`config.mk`:
```
export PLATFORM = sky130hd
export DESIGN_NAME = mtrl_clear
export DESIGN_NICKNAME = d
export VERILOG_FILES = /design/src/sv/mtrl_pkg.sv /design/src/sv/mtrl_clear.sv
export SDC_FILE = /design/constraint.sdc
export NUM_CORES = 1
export LEC_CHECK = 0
export ABC_AREA = 1
export BUFFER_PORTS_ARGS = -buffer_cell sky130_fd_sc_hd__buf_2
export CAP_MARGIN = 30
export CELL_PAD_IN_SITES_DETAIL_PLACEMENT = 0
export CELL_PAD_IN_SITES_GLOBAL_PLACEMENT = 1
export CORE_MARGIN = 2
export CORE_UTILIZATION = 32
export DETAILED_ROUTE_END_ITERATION = 10
export MAX_ROUTING_LAYER = met4
export PLACE_DENSITY = 0.77
export SETUP_SLACK_MARGIN = 0.5
export SLEW_MARGIN = 10
export SYNTH_ARGS = -nofsm -noshare
export SYNTH_HDL_FRONTEND = slang
export SYNTH_SLANG_ARGS = --single-unit
```
`constraint.sdc`:
```
create_clock -name clk -period 1.1 [get_ports clk]
set_input_delay 0.055 -clock clk [delete_from_list [all_inputs] [get_ports clk]]
set_output_delay 0.055 -clock clk [all_outputs]
set_load 0.1 [all_outputs]
```
`src/sv/mtrl_pkg.sv`:
```
// ----------------------------------------------------------------------------
// mtrl_pkg
// Types, request codes and table geometry for the multibit trie route lookup.
// ----------------------------------------------------------------------------
`default_nettype none

package mtrl_pkg;

  // Table geometry: the top level is indexed by key bits 31..16; lower levels
  // are built of 256-entry chunks selected by a child number.
  localparam int TOP_LEVEL_ENTRIES   = 65536;
  localparam int LOWER_LEVEL_ENTRIES = 65536;
  localparam int CHUNK_SIZE          = 256;
  localparam int CHUNK_COUNT         = LOWER_LEVEL_ENTRIES / CHUNK_SIZE;
  localparam int TOP_ADDR_W          = $clog2(TOP_LEVEL_ENTRIES);
  localparam int LOWER_ADDR_W        = $clog2(LOWER_LEVEL_ENTRIES);
  localparam int BYTE_W              = $clog2(CHUNK_SIZE);
  localparam int CHUNK_SEL_W         = LOWER_ADDR_W - BYTE_W;

  localparam int HOP_W   = 8;
  localparam int CHILD_W = 16;

  // Request codes
  localparam logic [2:0] REQ_LOOKUP      = 3'd0;
  localparam logic [2:0] REQ_WR_HOP16    = 3'd1;
  localparam logic [2:0] REQ_WR_CHILD16  = 3'd2;
  localparam logic [2:0] REQ_WR_HOP24    = 3'd3;
  localparam logic [2:0] REQ_WR_CHILD24  = 3'd4;
  localparam logic [2:0] REQ_WR_HOP32    = 3'd5;

  typedef struct packed {
    logic [2:0]  req_type;
    logic [31:0] key_prefix;
    logic [15:0] table_address;
    logic [15:0] table_data;
  } mtrl_req_t;

  typedef struct packed {
    logic [7:0] next_hop;
    logic       route_found;
  } mtrl_result_t;

  // Clearing sweep that zeroes every table after reset.
  typedef struct packed {
    logic                  active;
    logic [TOP_ADDR_W-1:0] addr;
  } mtrl_clear_t;

  // One pipeline slot: the request, the hop found so far, whether the walk
  // goes on, and the entries read for this slot at the previous level.
  typedef struct packed {
    logic               valid;
    mtrl_req_t          req;
    logic [HOP_W-1:0]   hop;
    logic               walk;
    logic [HOP_W-1:0]   hop_rd;
    logic [CHILD_W-1:0] child_rd;
  } mtrl_stage_t;

endpackage

`default_nettype wire

```
`src/sv/mtrl_clear.sv`:
```
// ----------------------------------------------------------------------------
// mtrl_clear
// Address sweep that zeroes all trie tables, one entry per cycle, after reset.
// ----------------------------------------------------------------------------
`default_nettype none

module mtrl_clear
  import mtrl_pkg::*;
(
  input  logic        clk,
  input  logic        rst,
  output mtrl_clear_t clr
);

  always_ff @(posedge clk) begin
    if (rst) begin
      clr.active <= 1'b1;
      clr.addr   <= '0;
    end else if (clr.active) begin
      clr.addr <= clr.addr + 1'b1;
      if (clr.addr == TOP_ADDR_W'(TOP_LEVEL_ENTRIES - 1)) begin
        clr.active <= 1'b0;
      end
    end
  end

endmodule

`default_nettype wire

```
# After elaboration in Yosys (flattened, before gate mapping)
# Cells that the tools add are included.
dict set report classes {
  addsub 1
  n_eq_ne 1
  mux 2
}
# operator n
set op_table {}
lappend op_table {{$mux W17} 1}
lappend op_table {{$add A16 B1 Y16 const B} 1}
lappend op_table {{$eq A16 B16 Y1 const B} 1}
lappend op_table {{$mux W1} 1}
dict set report word_totals {
  register_bits 17
  input_bits 2
  output_inout_bits 17
}

# Longest topological paths before layout
# Gate-level depths: netlist (run 1).
dict set report logic_depth {
  ltp_word 3
  ltp_mapped 8
  ltp_nobuf 8
}

# Least setup slack after synthesis (run 1)
# No wires, ideal clock.
dict set report synth_timing {
  path_kind {register to register}
  startpoint {reg clr[0] in the netlist's numbering}
  endpoint {reg clr[12] in the netlist's numbering}
  setup_ns 0.117
  arrival_time_ns 1.876
  slack_ns -0.893
  stages_incl_launch_ff 9
  period_less_slack_ns 1.993
  path_cell_list {dfxtp_1 -> ha_1 -> nand2_1 -> inv_1 -> nand3_2 -> nor2_2 -> nand2_1 -> nand2_1 -> nor2_1}
}
dict set report synth_between {
  elab_chain_cells 1
}
# element line
set synth_lines {}
lappend synth_lines {{start: declaration} mtrl_clear.sv:12} ;# output mtrl_clear_t clr
lappend synth_lines {{$add A16 B1 Y16} mtrl_clear.sv:20} ;# clr.addr <= clr.addr + 1'b1;
# Every way passes these cells.
# A chain may end at the register's enable or synchronous reset.

# Worst setup path after layout (run 1)
dict set report layout_timing {
  startpoint {reg clr[5] in the netlist's numbering}
  endpoint {out clr[5] in the netlist's numbering}
}
# No word-level cell between the ends.

==> flow_metrics.env, run 1 <==
export IMPL_outcome="complete, but fails checks"
export IMPL_violations="setup timing"
export IMPL_synth_compound_area_frac=0.0916
export IMPL_cpMaxStageDelayCell="dfxtp_4"
export IMPL_reg2reg_depth=5
export IMPL_async_flop_share=0
export IMPL_synth_edf_count=0
export IMPL_syn_area_sq_um=847
export IMPL_yosys_register_bits=17
export IMPL_start_kind="flip-flop"
export IMPL_cp_data_arrival_time_ns=1.07
export IMPL_drc=0
export IMPL_hold_path_class="in -> reg"
export IMPL_fp_dieH_um=55.5
export IMPL_root_buffer="clkbuf_4"
export IMPL_cp_end_kind="output pin"
export IMPL_via_per_inst=4.75
export IMPL_yosysSeqAreaShare=0.402
export IMPL_place_hpwl_mm=1.57
export IMPL_finalCriticalPeriod_ns=1.13
export IMPL_hp_start="rst"
export IMPL_grt_remaining_overflow=0
export IMPL_die_w_um=55.5
export IMPL_synth_flop_cell="dfxtp_1"
export IMPL_critPathBufInv=3
export IMPL_slew_headroom=0.761
export IMPL_min_to="clr[13]"
export IMPL_power_mw=1.13
export IMPL_hold_viol=0
export IMPL_path_class="reg -> out"
export IMPL_synth_top_family_by_area="simple AND/OR/NAND/NOR gates"
export IMPL_clk_latency_ns=0.28
export IMPL_synthMuxAreaShare=0
export IMPL_cts_tree="done"
export IMPL_synth_distinct_cells=18
export IMPL_setup_tns_final_ns=-0.105
export IMPL_setup_viol=6
export IMPL_place_area_sq_um=1370
export IMPL_pre_cts_ws_ns=0.00788
export IMPL_cts_made_buffers=3
export IMPL_min_path_cells=2
export IMPL_slew_viol_final=0
export IMPL_critPathTopFamily="buffers and inverters"
export IMPL_leakagePower_nw=0.658
export IMPL_synthXorXnorAreaFrac=0.0103
export IMPL_max_freq_ghz=0.887
export IMPL_row_count=18
export IMPL_grt_pass1_vias=882
export IMPL_path_clk_slew_ns=0.10
export IMPL_drv_cap=0
export IMPL_startpoint="clr[5]"
export IMPL_wl_per_cell_um=11.6
export IMPL_synth_simple_area_share=0.409
export IMPL_io_pins=19
export IMPL_power_density_nw_per_um2=708
export IMPL_final_core_util=0.639
export IMPL_final_cells=196
export IMPL_worstMarginPinSlew_ns=0.359
export IMPL_hold_buffers=0
export IMPL_clkSinkCount=17
export IMPL_largest_register_ffs=17
export IMPL_synth_area_top_cells="dfxtp_1 40%, nand2_1 11%, nor2_1 10%"
export IMPL_drive_above_1_share=0.506
export IMPL_design_area_sq_um=1600
export IMPL_synth_top_area_frac=0.402
export IMPL_gp_congestion=0.795
export IMPL_routed_wl_mm=2.28
export IMPL_cts_buffer_depth=2
export IMPL_num_vias=931
export IMPL_required_ns=1.04
export IMPL_nNetsFinal=170
export IMPL_grt_pass1_wl_mm=3.83
export IMPL_rrSetupSlack_ns=-0.02
export IMPL_drtIter0Drc=12
export IMPL_yosys_top_cells_count="25 x nand2_1, 23 x nor2_1, 17 x dfxtp_1"
export IMPL_start_util=0.339
export IMPL_antenna_found_initial=0
export IMPL_period_share=1.03
export IMPL_core_sq_um=2500
export IMPL_firstDrtPassIters=4
export IMPL_yosys_cell_count_top_type="nand2_1"
export IMPL_ant_nets=0
export IMPL_grt_max_degree=12
export IMPL_syn_area_per_cell_sq_um=6.83
export IMPL_whs_ns=0.0306
export IMPL_grt_setup_unrepaired="true"
export IMPL_critPathMaxStageDelay_ns=0.38
export IMPL_yosysWarnings=0
export IMPL_dpl_cell_count=179
export IMPL_r2r_start="clr[0]"
export IMPL_finalClockSkew_ns=0.00473
export IMPL_top_regs="clr (17)"
export IMPL_ir_worst_vdd_mv=0.441
export IMPL_area_growth_pct=88.5
export IMPL_synthAdderAreaFrac=0.0148
export IMPL_dieArea_sq_um=3070
export IMPL_top_register="clr"
export IMPL_cp_max_fo=4
export IMPL_yosysTopAreaCell="dfxtp_1"
export IMPL_crit_chain="buf_4 -> buf_6 -> buf_12"
export IMPL_htreeDepth=1
export IMPL_r2r_end="clr[4]"
export IMPL_track_usage=0.157
export IMPL_syn_inst=124
export IMPL_diodes=0
export IMPL_fin_ws_ns=-0.0280
export IMPL_portBuffers=18
export IMPL_syn_num_nets=127
-- cells by family after synthesis --
| family | after synthesis |
|---|---|
| and+or+nand+nor | 74 |
| buffers and inverters | 16 |
| adders and majority gates | 1 |
| DFF | 17 |
| AOI/OAI and AO/OA | 15 |
| xor gates and xnor gates | 1 |
-- cell type report --
cell class / instances / area, sq um
clock buffer: 4 / 26.3
fill: 203 / 903
inverter: 15 / 58.8
multi-input combinational: 91 / 533
sequential: 17 / 404
tap: 30 / 37.5
timing repair buffer: 39 / 537
-- layout by cell type, fill, tap and decap left out --
cell type,count
inv_1,13
inv_2,1
buf_2,1
nand2_2,5
dfxtp_4,17
o21ai_1,2
buf_4,12
nand3_4,1
nor3_1,4
nand2_1,20
nand3_2,3
and3_1,2
xor2_1,1
buf_6,9
a211oi_1,1
nor2_1,19
o21ai_0,5
nor2_4,6
nand3_1,5
nor2_2,4
clkbuf_1,1
nand2_4,3
ha_4,1
inv_4,1
buf_12,17
a21oi_1,7
clkbuf_4,3
nand4_1,2
-- how the worst max path moves through the flow --
stage	end	cells after the start
global route	clr[10]	6
finish	clr[5]	3
detailed placement	clr[12]	8
global placement	clr[12]	8
CTS	clr[12]	8
floorplan	clr[12]	8
-- power by group --
part	internal, mW	switching, mW
clock network	0.141	0.190
logic	0.0771	0.116
registers	0.589	0.0160
-- routing by layer --
metal / global-route usage / share of wire
met1: 0.187 / 0.42
met2: 0.260 / 0.52
met3: 0.0281 / 0.035
met5: - / 0
met4: 0.0627 / 0.020
-- what timing repair did --
action	4_1_cts	5_1_grt
gates resized for setup	9	19
hold endpoints to repair	0	0
setup buffers	8	5
setup endpoints to repair	34	34
pin swaps	1	7
(Power assumes the default switching activity.)
==> run 2, diff against run 1 <==
--- a/config.mk
+++ b/config.mk
@@ -6,8 +6,8 @@
 export NUM_CORES = 1
 export LEC_CHECK = 0
 export ABC_AREA = 1
-export BUFFER_PORTS_ARGS = -buffer_cell sky130_fd_sc_hd__buf_2
-export CAP_MARGIN = 30
+export BUFFER_PORTS_ARGS = -buffer_cell sky130_fd_sc_hd__buf_4
+export CAP_MARGIN = 5
 export CELL_PAD_IN_SITES_DETAIL_PLACEMENT = 0
 export CELL_PAD_IN_SITES_GLOBAL_PLACEMENT = 1
 export CORE_MARGIN = 2
==> run 2 against run 1 <==
The flow finishes with violations (hold timing, setup timing). Clock power grew 5%. Clock skew grew 0.012 ns. Utilization increased by 0.10 points. Combinational power grew 20%. Fmax down 1.5%.
==> flow_metrics.env, run 2 (synthesis gave the netlist of run 1 again) <==
export IMPL_root_buffer="clkbuf_4"
export IMPL_antenna_found_initial=0
export IMPL_grt_pass1_wl_mm=3.91
export IMPL_final_cell_mix="21 x nor2_1, 20 x nand2_1, 17 x dfxtp_4"
export IMPL_path_clk_slew_ns=0.11
export IMPL_drc=0
export IMPL_grt_remaining_overflow=0
export IMPL_grt_pass1_vias=896
export IMPL_worstMarginPinSlew_ns=0.376
export IMPL_r2r_start="clr[2]"
export IMPL_diodes=0
export IMPL_leakagePower_nw=0.643
export IMPL_track_usage=0.161
export IMPL_cts_buffer_depth=2
export IMPL_cp_data_arrival_time_ns=1.34
export IMPL_hold_path_class="in -> reg"
export IMPL_clk_latency_ns=0.31
export IMPL_fin_ws_ns=-0.0452
export IMPL_cp_end_kind="flip-flop"
export IMPL_outcome="complete, but fails checks"
export IMPL_switching_share=0.304
export IMPL_final_cells=193
export IMPL_core_sq_um=2500
export IMPL_dieArea_sq_um=3070
export IMPL_cp_max_fo=5
export IMPL_top_register="clr"
export IMPL_max_freq_ghz=0.873
export IMPL_start_kind="flip-flop"
export IMPL_required_ns=1.29
export IMPL_rrSetupSlack_ns=-0.05
export IMPL_whs_ns=-0.0535
export IMPL_cts_tree="done"
export IMPL_area_growth_pct=88.8
export IMPL_comb_power_share=0.195
export IMPL_die_w_um=55.5
export IMPL_pwr_share_clk=0.293
export IMPL_drv_cap=0
export IMPL_power_switching_uw=360
export IMPL_place_hpwl_mm=1.50
export IMPL_gp_congestion=0.781
export IMPL_cts_made_buffers=3
export IMPL_drive_above_1_share=0.528
export IMPL_setup_tns_final_ns=-0.153
export IMPL_finalClockSkew_ns=0.0164
export IMPL_setup_viol=8
export IMPL_htreeDepth=1
export IMPL_io_pins=19
export IMPL_reg2reg_depth=7
export IMPL_dpl_cell_count=171
export IMPL_routed_wl_mm=2.40
export IMPL_hp_start="rst"
export IMPL_final_common_cell="nor2_1"
export IMPL_p_int_uw=825
export IMPL_via_per_inst=4.77
export IMPL_seqPwrFrac=0.512
export IMPL_power_mw=1.19
export IMPL_row_count=18
export IMPL_portBuffers=18
export IMPL_power_density_nw_per_um2=741
export IMPL_slew_viol_final=0
export IMPL_path_class="reg -> reg"
export IMPL_min_to="clr[11]"
export IMPL_period_share=1.04
export IMPL_top_regs="clr (17)"
export IMPL_drtIter0Drc=21
export IMPL_wl_per_cell_um=12.4
export IMPL_grt_max_degree=12
export IMPL_ir_worst_vdd_mv=0.613
export IMPL_ant_nets=0
export IMPL_violations="hold timing, setup timing"
export IMPL_slew_headroom=0.749
export IMPL_min_path_cells=2
export IMPL_clkSinkCount=17
export IMPL_num_vias=921
export IMPL_largest_register_ffs=17
export IMPL_firstDrtPassIters=4
export IMPL_nNetsFinal=167
export IMPL_fp_dieH_um=55.5
export IMPL_hold_viol=6
export IMPL_start_util=0.339
export IMPL_finalCriticalPeriod_ns=1.15
export IMPL_grt_setup_unrepaired="true"
export IMPL_r2r_end="clr[14]"
==> run 2: changes by cell type in the layout (fill, tap and decap cells not counted), sizes merged <==
cell    previous run  this run
clkinv             0         1
clkbuf             4         3
buf               39        36
==> run 2: power groups by stage <==
stage,Sequential (mW),Combinational [mW],Clock (mW)
2_1_floorplan,0.682,0.0338,0
3_3_place_gp,0.618,0.129,0
3_5_place_dp,0.618,0.130,0
4_1_cts,0.606,0.199,0.362
5_1_grt,0.608,0.241,0.394
6_report,0.607,0.231,0.348
==> run 2: worst max path at each step <==
stage                      start      end  slack [ns]  depth (start not counted)
after floorplan           clr[0]  clr[12]       -0.20                          8
after global placement    clr[1]  clr[12]      -0.009                          8
after detailed placement  clr[1]  clr[12]      -0.003                          8
after CTS                 clr[3]  clr[12]       -0.01                          7
after global routing      clr[2]  clr[14]       -0.12                          7
final                     clr[2]  clr[14]       -0.05                          7
==> run 2: what timing repair did <==
item                                    4_1_cts  5_1_grt
hold endpoints to repair                      6        6
endpoints found under the setup margin       34       34
setup buffers                                12        6
pin swaps                                     8       11
resized for setup                            59       22
==> run 2: stage by stage <==
stage               area, sq um  setup slack (ns)  utilization
floorplan                   933            -0.202            -
global placement           1100          -0.00900        0.440
detailed placement         1100          -0.00250        0.440
CTS                        1460           -0.0136        0.585
global route               1600            -0.116        0.640
finish                     1600           -0.0452        0.640
==> run 2: worst max-delay path, stage by stage, from the launching register on <==
cell and delay (ns):
dfxtp_4 0.42, nand2_4 0.06, nor2_4 0.16, nand2_2 0.10
nor2_4 0.12, nand3_2 0.07, nand2_1 0.06, nor2_1 0.04
==> run 2: area by class of cell <==
cell class	instances	area, sq um
timing repair buffer	36	510
inverter	15	61.3
clock buffer	3	22.5
fill	195	901
sequential	17	404
clock inverter	1	5.00
tap	30	37.5
multi-input combinational	91	558
==> run 2: per-layer routing <==
layer | track usage | vias up | wire length (um)
met5 | - | - | 0
met4 | 0.0314 | 0 | 14
met3 | 0.0539 | 4 | 131
met2 | 0.255 | 23 | 1170
met1 | 0.199 | 418 | 1090
li1 | - | 476 | -
